<file path="config.mk">
export PLATFORM = sky130hd
export DESIGN_NAME = neural_activation_unit
export DESIGN_NICKNAME = d
export VERILOG_FILES = /design/src/rtl/core/nau_pkg.sv /design/src/rtl/core/neural_activation_unit.sv /design/src/rtl/core/nau_csr.sv /design/src/rtl/core/nau_interp.sv
export SDC_FILE = /design/constraint.sdc
export NUM_CORES = 2
export LEC_CHECK = 0
export BUFFER_PORTS_ARGS = -buffer_cell sky130_fd_sc_hd__buf_2
export CORE_AREA = 2 2 240 337
export DETAILED_ROUTE_END_ITERATION = 12
export DIE_AREA = 0 0 242 339
export PLACE_DENSITY = 0.68
export SLEW_MARGIN = 20
export SYNTH_ARGS = -nofsm -noshare
export SYNTH_HDL_FRONTEND = slang
export SYNTH_HIERARCHICAL = 1
export SYNTH_SLANG_ARGS = --single-unit
</file>
<file path="constraint.sdc">
create_clock -name clock -period 9.2 [get_ports clock]
set_clock_uncertainty 0.2 [all_clocks]
set_input_delay 0.46 -clock clock [delete_from_list [all_inputs] [get_ports clock]]
set_output_delay 0.46 -clock clock [all_outputs]
set_load 0.02 [all_outputs]
</file>
<file path="src/rtl/core/nau_pkg.sv">
`default_nettype none

package nau_pkg;

   // Data format and table geometry.
   localparam int DATA_WIDTH     = 16;
   localparam int FRAC_BITS      = 10;
   localparam int TABLE_SEGMENTS = 64;

   // The sigmoid table covers magnitudes [0, ROM_SPAN) with Q2.30 entries.
   localparam int ROM_SPAN  = 8;
   localparam int ROM_W     = 32;
   localparam int Q_BITS    = 30;
   localparam int SLOPE_W   = 16;
   localparam int KIND_W    = 3;
   localparam int LATENCY   = 6;

   // Derived widths. The magnitude carries two extra bits because tanh looks
   // up twice the magnitude of the most negative input.
   localparam int MAG_W     = DATA_WIDTH + 2;
   localparam int IDX_W     = $clog2(TABLE_SEGMENTS + 1);
   localparam int SEG_SHIFT = FRAC_BITS + $clog2(ROM_SPAN);
   localparam int NUM_W     = (MAG_W + IDX_W > SEG_SHIFT) ? MAG_W + IDX_W : SEG_SHIFT + 1;
   localparam int ST_W      = FRAC_BITS + 1;
   localparam int RES_W     = (DATA_WIDTH > FRAC_BITS + 2) ? DATA_WIDTH : FRAC_BITS + 2;
   localparam int LEAK_W    = DATA_WIDTH + SLOPE_W + 1;

   localparam logic [ST_W-1:0]  ONE_FRAC = ST_W'(1) << FRAC_BITS;
   localparam logic [ROM_W-1:0] Q_ONE    = ROM_W'(1) << Q_BITS;
   localparam logic [ROM_W-1:0] Q_HALF   = ROM_W'(1) << (Q_BITS - 1);
   localparam logic [ROM_W-1:0] Q_ROUND  = ROM_W'(1) << (Q_BITS - 1 - FRAC_BITS);
   localparam logic [63:0]      Q_ONE64  = 64'd1 << Q_BITS;

   // Configuration port.
   localparam int PADDR_W   = 3;
   localparam int CSR_IDX_W = PADDR_W - 2;
   localparam logic [CSR_IDX_W-1:0] CSR_KIND  = CSR_IDX_W'(0);
   localparam logic [CSR_IDX_W-1:0] CSR_SLOPE = CSR_IDX_W'(1);
   localparam logic [SLOPE_W-1:0]   SLOPE_RESET = SLOPE_W'(655);

   typedef enum logic [KIND_W-1:0] {
      KIND_LINEAR  = 3'd0,
      KIND_SIGMOID = 3'd1,
      KIND_RELU    = 3'd2,
      KIND_TANH    = 3'd3,
      KIND_LEAKY   = 3'd4
   } kind_type;

   typedef struct packed {
      logic [KIND_W-1:0]  kind;
      logic [SLOPE_W-1:0] slope;
   } cfg_type;

   typedef struct packed {
      logic deriv;
      logic neg;
      logic pos;
   } ctl_type;

   typedef logic [ROM_W-1:0] rom_type [0:TABLE_SEGMENTS];

   // Restoring division, used only while the table is built at elaboration.
   function automatic logic [63:0] udiv64(input logic [63:0] num, input logic [63:0] den);
      logic [64:0] r;
      logic [63:0] q;
      r = '0;
      q = '0;
      for (int i = 63; i >= 0; i--) begin
         r = {r[63:0], num[i]};
         if (r >= {1'b0, den}) begin
            r = r - {1'b0, den};
            q[i] = 1'b1;
         end
      end
      return q;
   endfunction

   // Sigmoid samples at k*ROM_SPAN/TABLE_SEGMENTS, built from a Taylor series of exp(-h).
   function automatic rom_type build_rom();
      rom_type            rom;
      logic signed [63:0] sum;
      logic [63:0]        term;
      logic [63:0]        d;
      logic [63:0]        step;
      logic [63:0]        e;
      logic [63:0]        den;
      sum  = signed'(Q_ONE64);
      term = Q_ONE64;
      for (int n = 1; n <= 20; n++) begin
         d    = 64'(TABLE_SEGMENTS) * 64'(n);
         term = udiv64(term * 64'(ROM_SPAN) + (d >> 1), d);
         if ((n & 1) == 1) sum = sum - signed'(term);
         else sum = sum + signed'(term);
      end
      step = sum[63] ? 64'd0 : unsigned'(sum);
      e    = Q_ONE64;
      for (int k = 0; k <= TABLE_SEGMENTS; k++) begin
         den    = Q_ONE64 + e;
         rom[k] = ROM_W'(udiv64((64'd1 << 60) + (den >> 1), den));
         e      = (e * step + (64'd1 << 29)) >> 30;
      end
      return rom;
   endfunction

   localparam rom_type SIG_ROM = build_rom();

   // Leaky slope moved from Q0.16 to the data format, rounded.
   function automatic logic [ST_W-1:0] slope_frac(input logic [SLOPE_W-1:0] slope);
      logic [SLOPE_W:0] biased;
      biased = '0;
      if (FRAC_BITS >= SLOPE_W) begin
         return ST_W'(slope) << (FRAC_BITS - SLOPE_W);
      end else begin
         biased = {1'b0, slope} + (SLOPE_W + 1)'(1 << (SLOPE_W - 1 - FRAC_BITS));
         return ST_W'(biased >> (SLOPE_W - FRAC_BITS));
      end
   endfunction

   function automatic logic [DATA_WIDTH-1:0] saturate(input logic [RES_W-1:0] v);
      logic [RES_W-DATA_WIDTH:0] top_bits;
      top_bits = v[RES_W-1:DATA_WIDTH-1];
      if ((&top_bits) || !(|top_bits)) return v[DATA_WIDTH-1:0];
      else if (v[RES_W-1]) return {1'b1, {(DATA_WIDTH-1){1'b0}}};
      else return {1'b0, {(DATA_WIDTH-1){1'b1}}};
   endfunction

endpackage

`default_nettype wire

</file>
<file path="src/rtl/core/neural_activation_unit.sv">
`default_nettype none

// Channel    | Ports                                                | Handshake
// -----------+------------------------------------------------------+----------------------------
// request    | start, busy, req_action, req_value_in                | taken when start && !busy
// result     | rsp_strobe, rsp_value_out                            | one-cycle strobe, no stall
// config     | psel, penable, pwrite, paddr, pwdata, prdata, pready | APB access phase, ready high
//
// The unit takes one request every clock cycle outside reset and returns its
// result after a registered path through the table read, the interpolation
// multiply, the rounded add, the Q2.30 to Q5.10 conversion, the derivative
// multiply and the final select and saturation, one register each.
// Reset is synchronous and active high; it clears the valid pipeline and
// restores the registers (relu, leak slope 655). busy is high only during reset.
// The receiver cannot stall, so the pipeline never holds and never drops data.
module neural_activation_unit import nau_pkg::*; (
   input  logic                         clock,
   input  logic                         reset,
   input  logic                         start,
   output logic                         busy,
   input  logic                         req_action,
   input  logic signed [DATA_WIDTH-1:0] req_value_in,
   output logic                         rsp_strobe,
   output logic signed [DATA_WIDTH-1:0] rsp_value_out,
   input  logic                         psel,
   input  logic                         penable,
   input  logic                         pwrite,
   input  logic [PADDR_W-1:0]           paddr,
   input  logic [31:0]                  pwdata,
   output logic [31:0]                  prdata,
   output logic                         pready
);

   cfg_type cfg;

   nau_csr u_csr (
      .clock   (clock),
      .reset   (reset),
      .psel    (psel),
      .penable (penable),
      .pwrite  (pwrite),
      .paddr   (paddr),
      .pwdata  (pwdata),
      .prdata  (prdata),
      .pready  (pready),
      .cfg     (cfg)
   );

   // A request is only refused while reset holds the pipeline clear.
   logic accept;
   assign busy   = reset;
   assign accept = start && !busy;

   // Valid bits, one per stage, travel beside the data.
   logic [LATENCY-1:0] vld_ff, vld_in;
   assign vld_in = {vld_ff[LATENCY-2:0], accept};

   always_ff @(posedge clock) begin
      if (reset) begin
         vld_ff <= '0;
      end else begin
         vld_ff <= vld_in;
      end
   end

   // ---------------------------------------------------------------------
   // Stage 1: magnitude for the table, leaky product, control flags.
   // Tanh uses the sigmoid table at twice the magnitude.
   // ---------------------------------------------------------------------
   logic [MAG_W-1:0]          x_ext;
   logic [MAG_W-1:0]          mag_abs;
   logic [MAG_W-1:0]          mag_sel;
   logic signed [LEAK_W-1:0]  lp1_in, lp1_ff;
   logic signed [DATA_WIDTH-1:0] x1_ff;
   ctl_type                   ctl1_in, ctl1_ff, ctl2_ff, ctl3_ff, ctl4_ff, ctl5_ff;
   logic [ROM_W-1:0]          p_tab;

   always_comb begin
      x_ext         = MAG_W'(req_value_in);
      ctl1_in.neg   = req_value_in[DATA_WIDTH-1];
      ctl1_in.pos   = !req_value_in[DATA_WIDTH-1] && (|req_value_in);
      ctl1_in.deriv = req_action;
      mag_abs       = ctl1_in.neg ? MAG_W'(0) - x_ext : x_ext;
      mag_sel       = (cfg.kind == KIND_TANH) ? (mag_abs << 1) : mag_abs;
      lp1_in        = LEAK_W'(req_value_in) * LEAK_W'(signed'({1'b0, cfg.slope}));
   end

   nau_interp u_interp (
      .clock  (clock),
      .mag_in (mag_sel),
      .p_out  (p_tab)
   );

   // ---------------------------------------------------------------------
   // Stage 2: the functions that need no table (linear, relu, leaky relu).
   // Codes outside the list behave as relu.
   // ---------------------------------------------------------------------
   logic signed [RES_W-1:0]  one_r;
   logic signed [RES_W-1:0]  x_r;
   logic signed [RES_W-1:0]  slope_r;
   logic signed [RES_W-1:0]  leak_r;
   logic signed [LEAK_W-1:0] leak_sum;
   logic signed [RES_W-1:0]  dir2_in, dir2_ff, dir3_ff, dir4_ff, dir5_ff;

   always_comb begin
      one_r    = signed'(RES_W'(ONE_FRAC));
      x_r      = RES_W'(x1_ff);
      slope_r  = signed'(RES_W'(slope_frac(cfg.slope)));
      // Round half up, then floor: an arithmetic shift floors.
      leak_sum = lp1_ff + LEAK_W'(32'sd32768);
      leak_r   = RES_W'(signed'(leak_sum[LEAK_W-1:SLOPE_W]));
      unique case (cfg.kind)
         KIND_LINEAR: dir2_in = ctl1_ff.deriv ? one_r : x_r;
         KIND_LEAKY: begin
            if (ctl1_ff.deriv) dir2_in = ctl1_ff.pos ? one_r : slope_r;
            else dir2_in = ctl1_ff.pos ? x_r : leak_r;
         end
         default: begin
            if (ctl1_ff.deriv) dir2_in = ctl1_ff.pos ? one_r : '0;
            else dir2_in = ctl1_ff.pos ? x_r : '0;
         end
      endcase
   end

   // ---------------------------------------------------------------------
   // Stage 4: table result to the data format. The sigmoid mirrors for
   // negative inputs and is clamped one LSB inside (0, 1). Tanh is
   // 2*sigmoid(2|x|) - 1 on the magnitude.
   // ---------------------------------------------------------------------
   logic [ROM_W-1:0] ps;
   logic [ROM_W-1:0] tq;
   logic [ROM_W-1:0] s_sum;
   logic [ROM_W-1:0] t_sum;
   logic [ST_W-1:0]  s_raw;
   logic [ST_W-1:0]  s_clamp;
   logic [ST_W-1:0]  st4_in, st4_ff, st5_ff;

   always_comb begin
      ps      = ctl3_ff.neg ? Q_ONE - p_tab : p_tab;
      s_sum   = ps + Q_ROUND;
      s_raw   = ST_W'(s_sum >> (Q_BITS - FRAC_BITS));
      if (s_raw < ST_W'(1)) s_clamp = ST_W'(1);
      else if (s_raw > ONE_FRAC - ST_W'(1)) s_clamp = ONE_FRAC - ST_W'(1);
      else s_clamp = s_raw;
      tq      = (p_tab >= Q_HALF) ? (p_tab << 1) - Q_ONE : '0;
      t_sum   = tq + Q_ROUND;
      st4_in  = (cfg.kind == KIND_TANH) ? ST_W'(t_sum >> (Q_BITS - FRAC_BITS)) : s_clamp;
   end

   // ---------------------------------------------------------------------
   // Stage 5: derivative product, s*(1-s) for sigmoid, t*t for tanh.
   // ---------------------------------------------------------------------
   logic [ST_W-1:0]   mul_b;
   logic [2*ST_W-1:0] m5_in, m5_ff;

   always_comb begin
      mul_b = (cfg.kind == KIND_SIGMOID) ? ONE_FRAC - st4_ff : st4_ff;
      m5_in = (2*ST_W)'(st4_ff) * (2*ST_W)'(mul_b);
   end

   // ---------------------------------------------------------------------
   // Stage 6: rounding of the product, final select and saturation.
   // ---------------------------------------------------------------------
   logic [2*ST_W-1:0]        m_sum;
   logic [ST_W-1:0]          m_rnd;
   logic signed [RES_W-1:0]  st_r;
   logic signed [RES_W-1:0]  tab_r;
   logic signed [RES_W-1:0]  res_r;
   logic [DATA_WIDTH-1:0]    out_in, out_ff;

   always_comb begin
      m_sum = m5_ff + ((2*ST_W)'(1) << (FRAC_BITS - 1));
      m_rnd = m_sum[FRAC_BITS +: ST_W];
      st_r  = signed'(RES_W'(st5_ff));
      if (cfg.kind == KIND_TANH) begin
         if (ctl5_ff.deriv) tab_r = signed'(RES_W'(ONE_FRAC - m_rnd));
         else tab_r = ctl5_ff.neg ? -st_r : st_r;
      end else begin
         tab_r = ctl5_ff.deriv ? signed'(RES_W'(m_rnd)) : st_r;
      end
      unique case (cfg.kind) inside
         KIND_SIGMOID,
         KIND_TANH: res_r = tab_r;
         default:   res_r = dir5_ff;
      endcase
      out_in = saturate(res_r);
   end

   // Payload registers; only the valid bits above are reset.
   always_ff @(posedge clock) begin
      lp1_ff  <= lp1_in;
      x1_ff   <= req_value_in;
      ctl1_ff <= ctl1_in;
      ctl2_ff <= ctl1_ff;
      ctl3_ff <= ctl2_ff;
      ctl4_ff <= ctl3_ff;
      ctl5_ff <= ctl4_ff;
      dir2_ff <= dir2_in;
      dir3_ff <= dir2_ff;
      dir4_ff <= dir3_ff;
      dir5_ff <= dir4_ff;
      st4_ff  <= st4_in;
      st5_ff  <= st4_ff;
      m5_ff   <= m5_in;
      out_ff  <= out_in;
   end

   assign rsp_strobe    = vld_ff[LATENCY-1];
   assign rsp_value_out = signed'(out_ff);

   // ---------------------------------------------------------------------
   // Checks.
   // ---------------------------------------------------------------------

   // Every accepted request yields exactly one result, a fixed latency later.
   assert property (@(posedge clock) disable iff (reset)
      rsp_strobe == $past(accept, LATENCY))
      else $error("result strobe does not follow the accepted request");

   // The cycle after a reset edge carries no result.
   assert property (@(posedge clock) reset |=> !rsp_strobe)
      else $error("result strobe right after reset");

   // Sigmoid, relu and their derivatives are never negative.
   assert property (@(posedge clock) disable iff (reset)
      (rsp_strobe && (cfg.kind == KIND_SIGMOID || cfg.kind == KIND_RELU))
      |-> !rsp_value_out[DATA_WIDTH-1])
      else $error("negative sigmoid or relu result");

endmodule

`default_nettype wire

</file>
<file path="src/rtl/core/nau_csr.sv">
`default_nettype none

module nau_csr import nau_pkg::*; (
   input  logic               clock,
   input  logic               reset,
   input  logic               psel,
   input  logic               penable,
   input  logic               pwrite,
   input  logic [PADDR_W-1:0] paddr,
   input  logic [31:0]        pwdata,
   output logic [31:0]        prdata,
   output logic               pready,
   output cfg_type            cfg
);

   cfg_type               cfg_ff;
   logic [CSR_IDX_W-1:0]  idx;
   logic                  wr_en;

   assign idx    = paddr[PADDR_W-1:2];
   assign wr_en  = psel && penable && pwrite;
   assign pready = 1'b1;
   assign cfg    = cfg_ff;

   always_ff @(posedge clock) begin
      if (reset) begin
         cfg_ff.kind  <= KIND_RELU;
         cfg_ff.slope <= SLOPE_RESET;
      end else if (wr_en) begin
         unique case (idx)
            CSR_KIND:  cfg_ff.kind  <= pwdata[KIND_W-1:0];
            CSR_SLOPE: cfg_ff.slope <= pwdata[SLOPE_W-1:0];
            default: begin
            end
         endcase
      end
   end

   always_comb begin
      unique case (idx)
         CSR_KIND:  prdata = 32'(cfg_ff.kind);
         CSR_SLOPE: prdata = 32'(cfg_ff.slope);
         default:   prdata = '0;
      endcase
   end

endmodule

`default_nettype wire

</file>
<file path="src/rtl/core/nau_interp.sv">
`default_nettype none

// Three-stage piecewise-linear sigmoid lookup: table read, slope multiply,
// rounded add. The result is in Q2.30.
module nau_interp import nau_pkg::*; (
   input  logic             clock,
   input  logic [MAG_W-1:0] mag_in,
   output logic [ROM_W-1:0] p_out
);

   localparam int PROD_W = ROM_W + SEG_SHIFT;

   logic [NUM_W-1:0]      num;
   logic [NUM_W-SEG_SHIFT-1:0] seg;
   logic                  at_end;
   logic [IDX_W-1:0]      idx;
   logic [ROM_W-1:0]      lo;
   logic [ROM_W-1:0]      hi;

   logic [ROM_W-1:0]      lo1_ff, lo1_in;
   logic [ROM_W-1:0]      diff1_ff, diff1_in;
   logic [SEG_SHIFT-1:0]  rem1_ff, rem1_in;
   logic [ROM_W-1:0]      lo2_ff;
   logic [PROD_W-1:0]     prod2_ff, prod2_in;
   logic [ROM_W-1:0]      p3_ff, p3_in;
   logic [PROD_W:0]       acc;

   // Stage 1: segment and offset. The span is a power of two, so the
   // position splits by a shift.
   always_comb begin
      num    = NUM_W'(mag_in) * NUM_W'(TABLE_SEGMENTS);
      seg    = num[NUM_W-1:SEG_SHIFT];
      at_end = 32'(seg) >= 32'(TABLE_SEGMENTS);
      idx    = at_end ? IDX_W'(0) : IDX_W'(seg);
      lo     = SIG_ROM[idx];
      hi     = SIG_ROM[idx + IDX_W'(1)];
      if (at_end) begin
         lo1_in   = SIG_ROM[TABLE_SEGMENTS];
         diff1_in = '0;
         rem1_in  = '0;
      end else begin
         lo1_in   = lo;
         diff1_in = (hi >= lo) ? hi - lo : '0;
         rem1_in  = num[SEG_SHIFT-1:0];
      end
   end

   // Stage 2: slope times offset.
   assign prod2_in = PROD_W'(diff1_ff) * PROD_W'(rem1_ff);

   // Stage 3: base plus rounded fraction in one add.
   always_comb begin
      acc   = {1'b0, lo2_ff, {SEG_SHIFT{1'b0}}} + (PROD_W + 1)'(prod2_ff)
            + ((PROD_W + 1)'(1) << (SEG_SHIFT - 1));
      p3_in = acc[SEG_SHIFT +: ROM_W];
   end

   always_ff @(posedge clock) begin
      lo1_ff   <= lo1_in;
      diff1_ff <= diff1_in;
      rem1_ff  <= rem1_in;
      lo2_ff   <= lo1_ff;
      prod2_ff <= prod2_in;
      p3_ff    <= p3_in;
   end

   assign p_out = p3_ff;

endmodule

`default_nettype wire
</file>
==> results.sh <==
export IMPL_critPathKind="primary input to register"
export IMPL_synthMuxAreaShare=0.00991
export IMPL_grt_pass1_vias=33734
export IMPL_cts_setup_buffers=0
export IMPL_drt_total_wl_um=116000
export IMPL_cp_arrival_ps=8210
export IMPL_core_um2=78800
export IMPL_whs_ps=117
export IMPL_crit_required_ps=9420
export IMPL_die_y_um=339
export IMPL_grt_overflow=0
export IMPL_max_clock_freq_mhz=125
export IMPL_drive_gt1_frac=0.0618
export IMPL_synth_top_family_by_area="adder cells"
export IMPL_cts_sinks=344
export IMPL_vdd_drop_max_mv=0.690
export IMPL_diodes=0
export IMPL_synth_edf_count=0
export IMPL_total_power_mw=11.6
export IMPL_synth_warnings=6
export IMPL_fin_nets=5500
export IMPL_route_detailed_wl_per_inst_um=20.4
export IMPL_hold_viol_final=0
export IMPL_dr_pass1_iters=7
export IMPL_netlist_area_um2=39300
export IMPL_slew_headroom=0.238
export IMPL_vias=33601
export IMPL_syn_inst=4696
export IMPL_cts_buffers=34
export IMPL_placementRows=122
export IMPL_start_util=0.499
export IMPL_setup_violations=0
export IMPL_nFillCells=7469
export IMPL_slowest_stage="fa_1"
export IMPL_cp_slowest_stage_delay_ps=400
export IMPL_fin_cells=5716
export IMPL_port_buffers=73
export IMPL_worstPathMaxFanout=27
export IMPL_postCtsResizedCells=0
export IMPL_synth_simple_area_share=0.199
export IMPL_dieArea_um2=82000
export IMPL_cp_end_kind="register"
export IMPL_tns_ps=0
export IMPL_rsz0062_at_grt="false"
export IMPL_maxSlewViolCount=0
export IMPL_drc=0
export IMPL_power_density_nw_per_um2=275
export IMPL_ant_nets=0
export IMPL_synth_compound_area_frac=0.152
export IMPL_synthToLayoutAreaGrowth_pct=6.87
export IMPL_crit_path_start="req_value_in[0]"
export IMPL_synthAdderAreaFrac=0.337
export IMPL_min_from="req_value_in[14]"
export IMPL_clockBufferDepth=3
export IMPL_grt_usage=0.281
export IMPL_place_hpwl_um=87800
export IMPL_regToRegStartpoint="u_csr/cfg[16]"
export IMPL_cts_tree="built"
export IMPL_fin_crit_ps=7990
export IMPL_synthArstFlopShare=0
export IMPL_cts_clk_slew_worst_paths_ps=60
export IMPL_start_kind="primary input"
export IMPL_htree_levels=2
export IMPL_synthFlopType="dfxtp_1"
export IMPL_drtIter0Drc=2536
export IMPL_ys_ff_latch=344
export IMPL_antenna_found_initial=2
export IMPL_tightest_slew_ps=1140
export IMPL_dp_cells=5636
export IMPL_cap_violations=0
export IMPL_multi_input_area_um2=29400
export IMPL_vias_per_cell=5.88
export IMPL_clkLatencyLatePin_ps=560
export IMPL_syn_avg_cell_area_um2=8.36
export IMPL_ys_types=96
export IMPL_grt_pass1_wl_um=183000
export IMPL_seq_area_um2=6890
export IMPL_die_w_um=242
export IMPL_p_leak_nw=20.0
export IMPL_cts_hold_buffers=20
export IMPL_status="completed"
export IMPL_ios=109
export IMPL_min_path_type="primary input to register"
export IMPL_grt_max_degree=70
export IMPL_yosysSeqAreaShare=0.175
export IMPL_synth_xor_area_share=0.0458
export IMPL_place_gp_congestion=1.05
export IMPL_cp_common_cell="o21ai_0"
export IMPL_cts_root_buf="clkbuf_16"
export IMPL_fin_crit_sh=0.868
==> flip-flops by register name, indices dropped and copies added (netlist names), 3 cells and up <==
| register | count |
|---|---|
| u_interp/prod2_ff | 33 |
| u_interp/diff1_ff | 32 |
| u_interp/p_out | 32 |
| u_interp/lo1_ff | 29 |
| u_interp/lo2_ff | 29 |
| u_csr/cfg | 19 |
| lp1_ff | 17 |
| dir2_ff | 16 |
| dir3_ff | 16 |
| dir4_ff | 16 |
| dir5_ff | 16 |
| rsp_value_out | 16 |
| x1_ff | 15 |
| m5_ff | 13 |
| st4_ff | 11 |
| st5_ff | 10 |
| u_interp/rem1_ff | 7 |
| vld_ff | 6 |
| ctl1_ff | 3 |
==> stage by stage <==
stage / worst slack [ps] / utilization / instance area, um2
final: 1210 / 0.533 / 42000
after global routing: 603 / 0.533 / 42000
after CTS: 1340 / 0.533 / 42000
after detailed placement: 801 / 0.516 / 40600
after global placement: 797 / 0.516 / 40600
after floorplan: 767 / - / 39300
==> cell usage in the layout, fill, tap and decap left out, types with 89 or more instances in the layout <==
cell,Yosys,final
fa_1,422,422
and2_1,360,360
dfxtp_1,344,341
ha_1,382,381
nand2_1,516,516
a21oi_1,234,233
o21ai_0,221,220
inv_1,499,499
xnor2_1,125,125
nor2_1,295,292
buf_4,19,89
==> final cells by class <==
class | count | share of cell area
Timing Repair Buffer | 189 | 0.0327
Multi-Input combinational cell | 3565 | 0.700
Inverter | 504 | 0.0451
Clock inverter | 16 | 0.00465
Sequential cell | 344 | 0.164
Clock buffer | 44 | 0.0224
Tap cell | 1054 | 0.0314
==> Yosys cell counts (all sizes together), types with 49 or more instances <==
cell type / instances / area (um2)
nand2: 517 / 1940
inv: 501 / 1880
fa: 422 / 8450
ha: 382 / 4780
and2: 364 / 2280
dfxtp: 344 / 6890
nor2: 297 / 1120
a21oi: 236 / 1190
o21ai: 228 / 1150
clkbuf: 221 / 830
xnor2: 129 / 1160
nand3: 80 / 425
buf: 77 / 455
xor2: 73 / 639
nor3: 72 / 365
nand2b: 62 / 388
a21o: 61 / 458
a211oi: 49 / 373
==> kinds of logic after synthesis <==
family	after synthesis
other cells	3
buf+inv	802
compound gates	920
flops	344
fa+ha+maj	804
xor+xnor	202
mux	37
simple gates	1584
==> layer usage <==
| layer | track usage | vias up | share of wire |
|---|---|---|---|
| met3 | 0.0355 | 435 | 0.061 |
| met4 | 0.199 | 4 | 0.079 |
| li1 | - | 15461 | - |
| met1 | 0.319 | 16353 | 0.37 |
| met5 | 0 | - | 0.00014 |
| met2 | 0.490 | 1348 | 0.49 |
==> power by group <==
part	internal, mW	total [mW]	leakage [nW]	switching [mW]
Clock	0.818	1.43	0.554	0.611
Combinational	3.50	8.01	16.6	4.51
Sequential	1.81	2.11	2.84	0.299
Total	6.13	11.6	20.0	5.42
==> final timing paths <==
path / end / slack [ps] / depth (start not counted)
min reg2reg: u_interp/lo2_ff[3] / 120 / 0
max: u_interp/diff1_ff[3] / 1210 / 37
max reg2reg: u_interp/diff1_ff[3] / 1340 / 34
min: x1_ff[14] / 120 / 1
==> worst max-delay path, delay by kind of cell <==
kind                       cells  cell delay (ps)
and+or+nand+nor               11             2460
AOI/OAI and AO/OA             14             2680
buffers and inverters          6             1040
xor gates and xnor gates       2              430
adders and majority gates      4             1120
No activity file was read; power rests on OpenSTA's default activity.
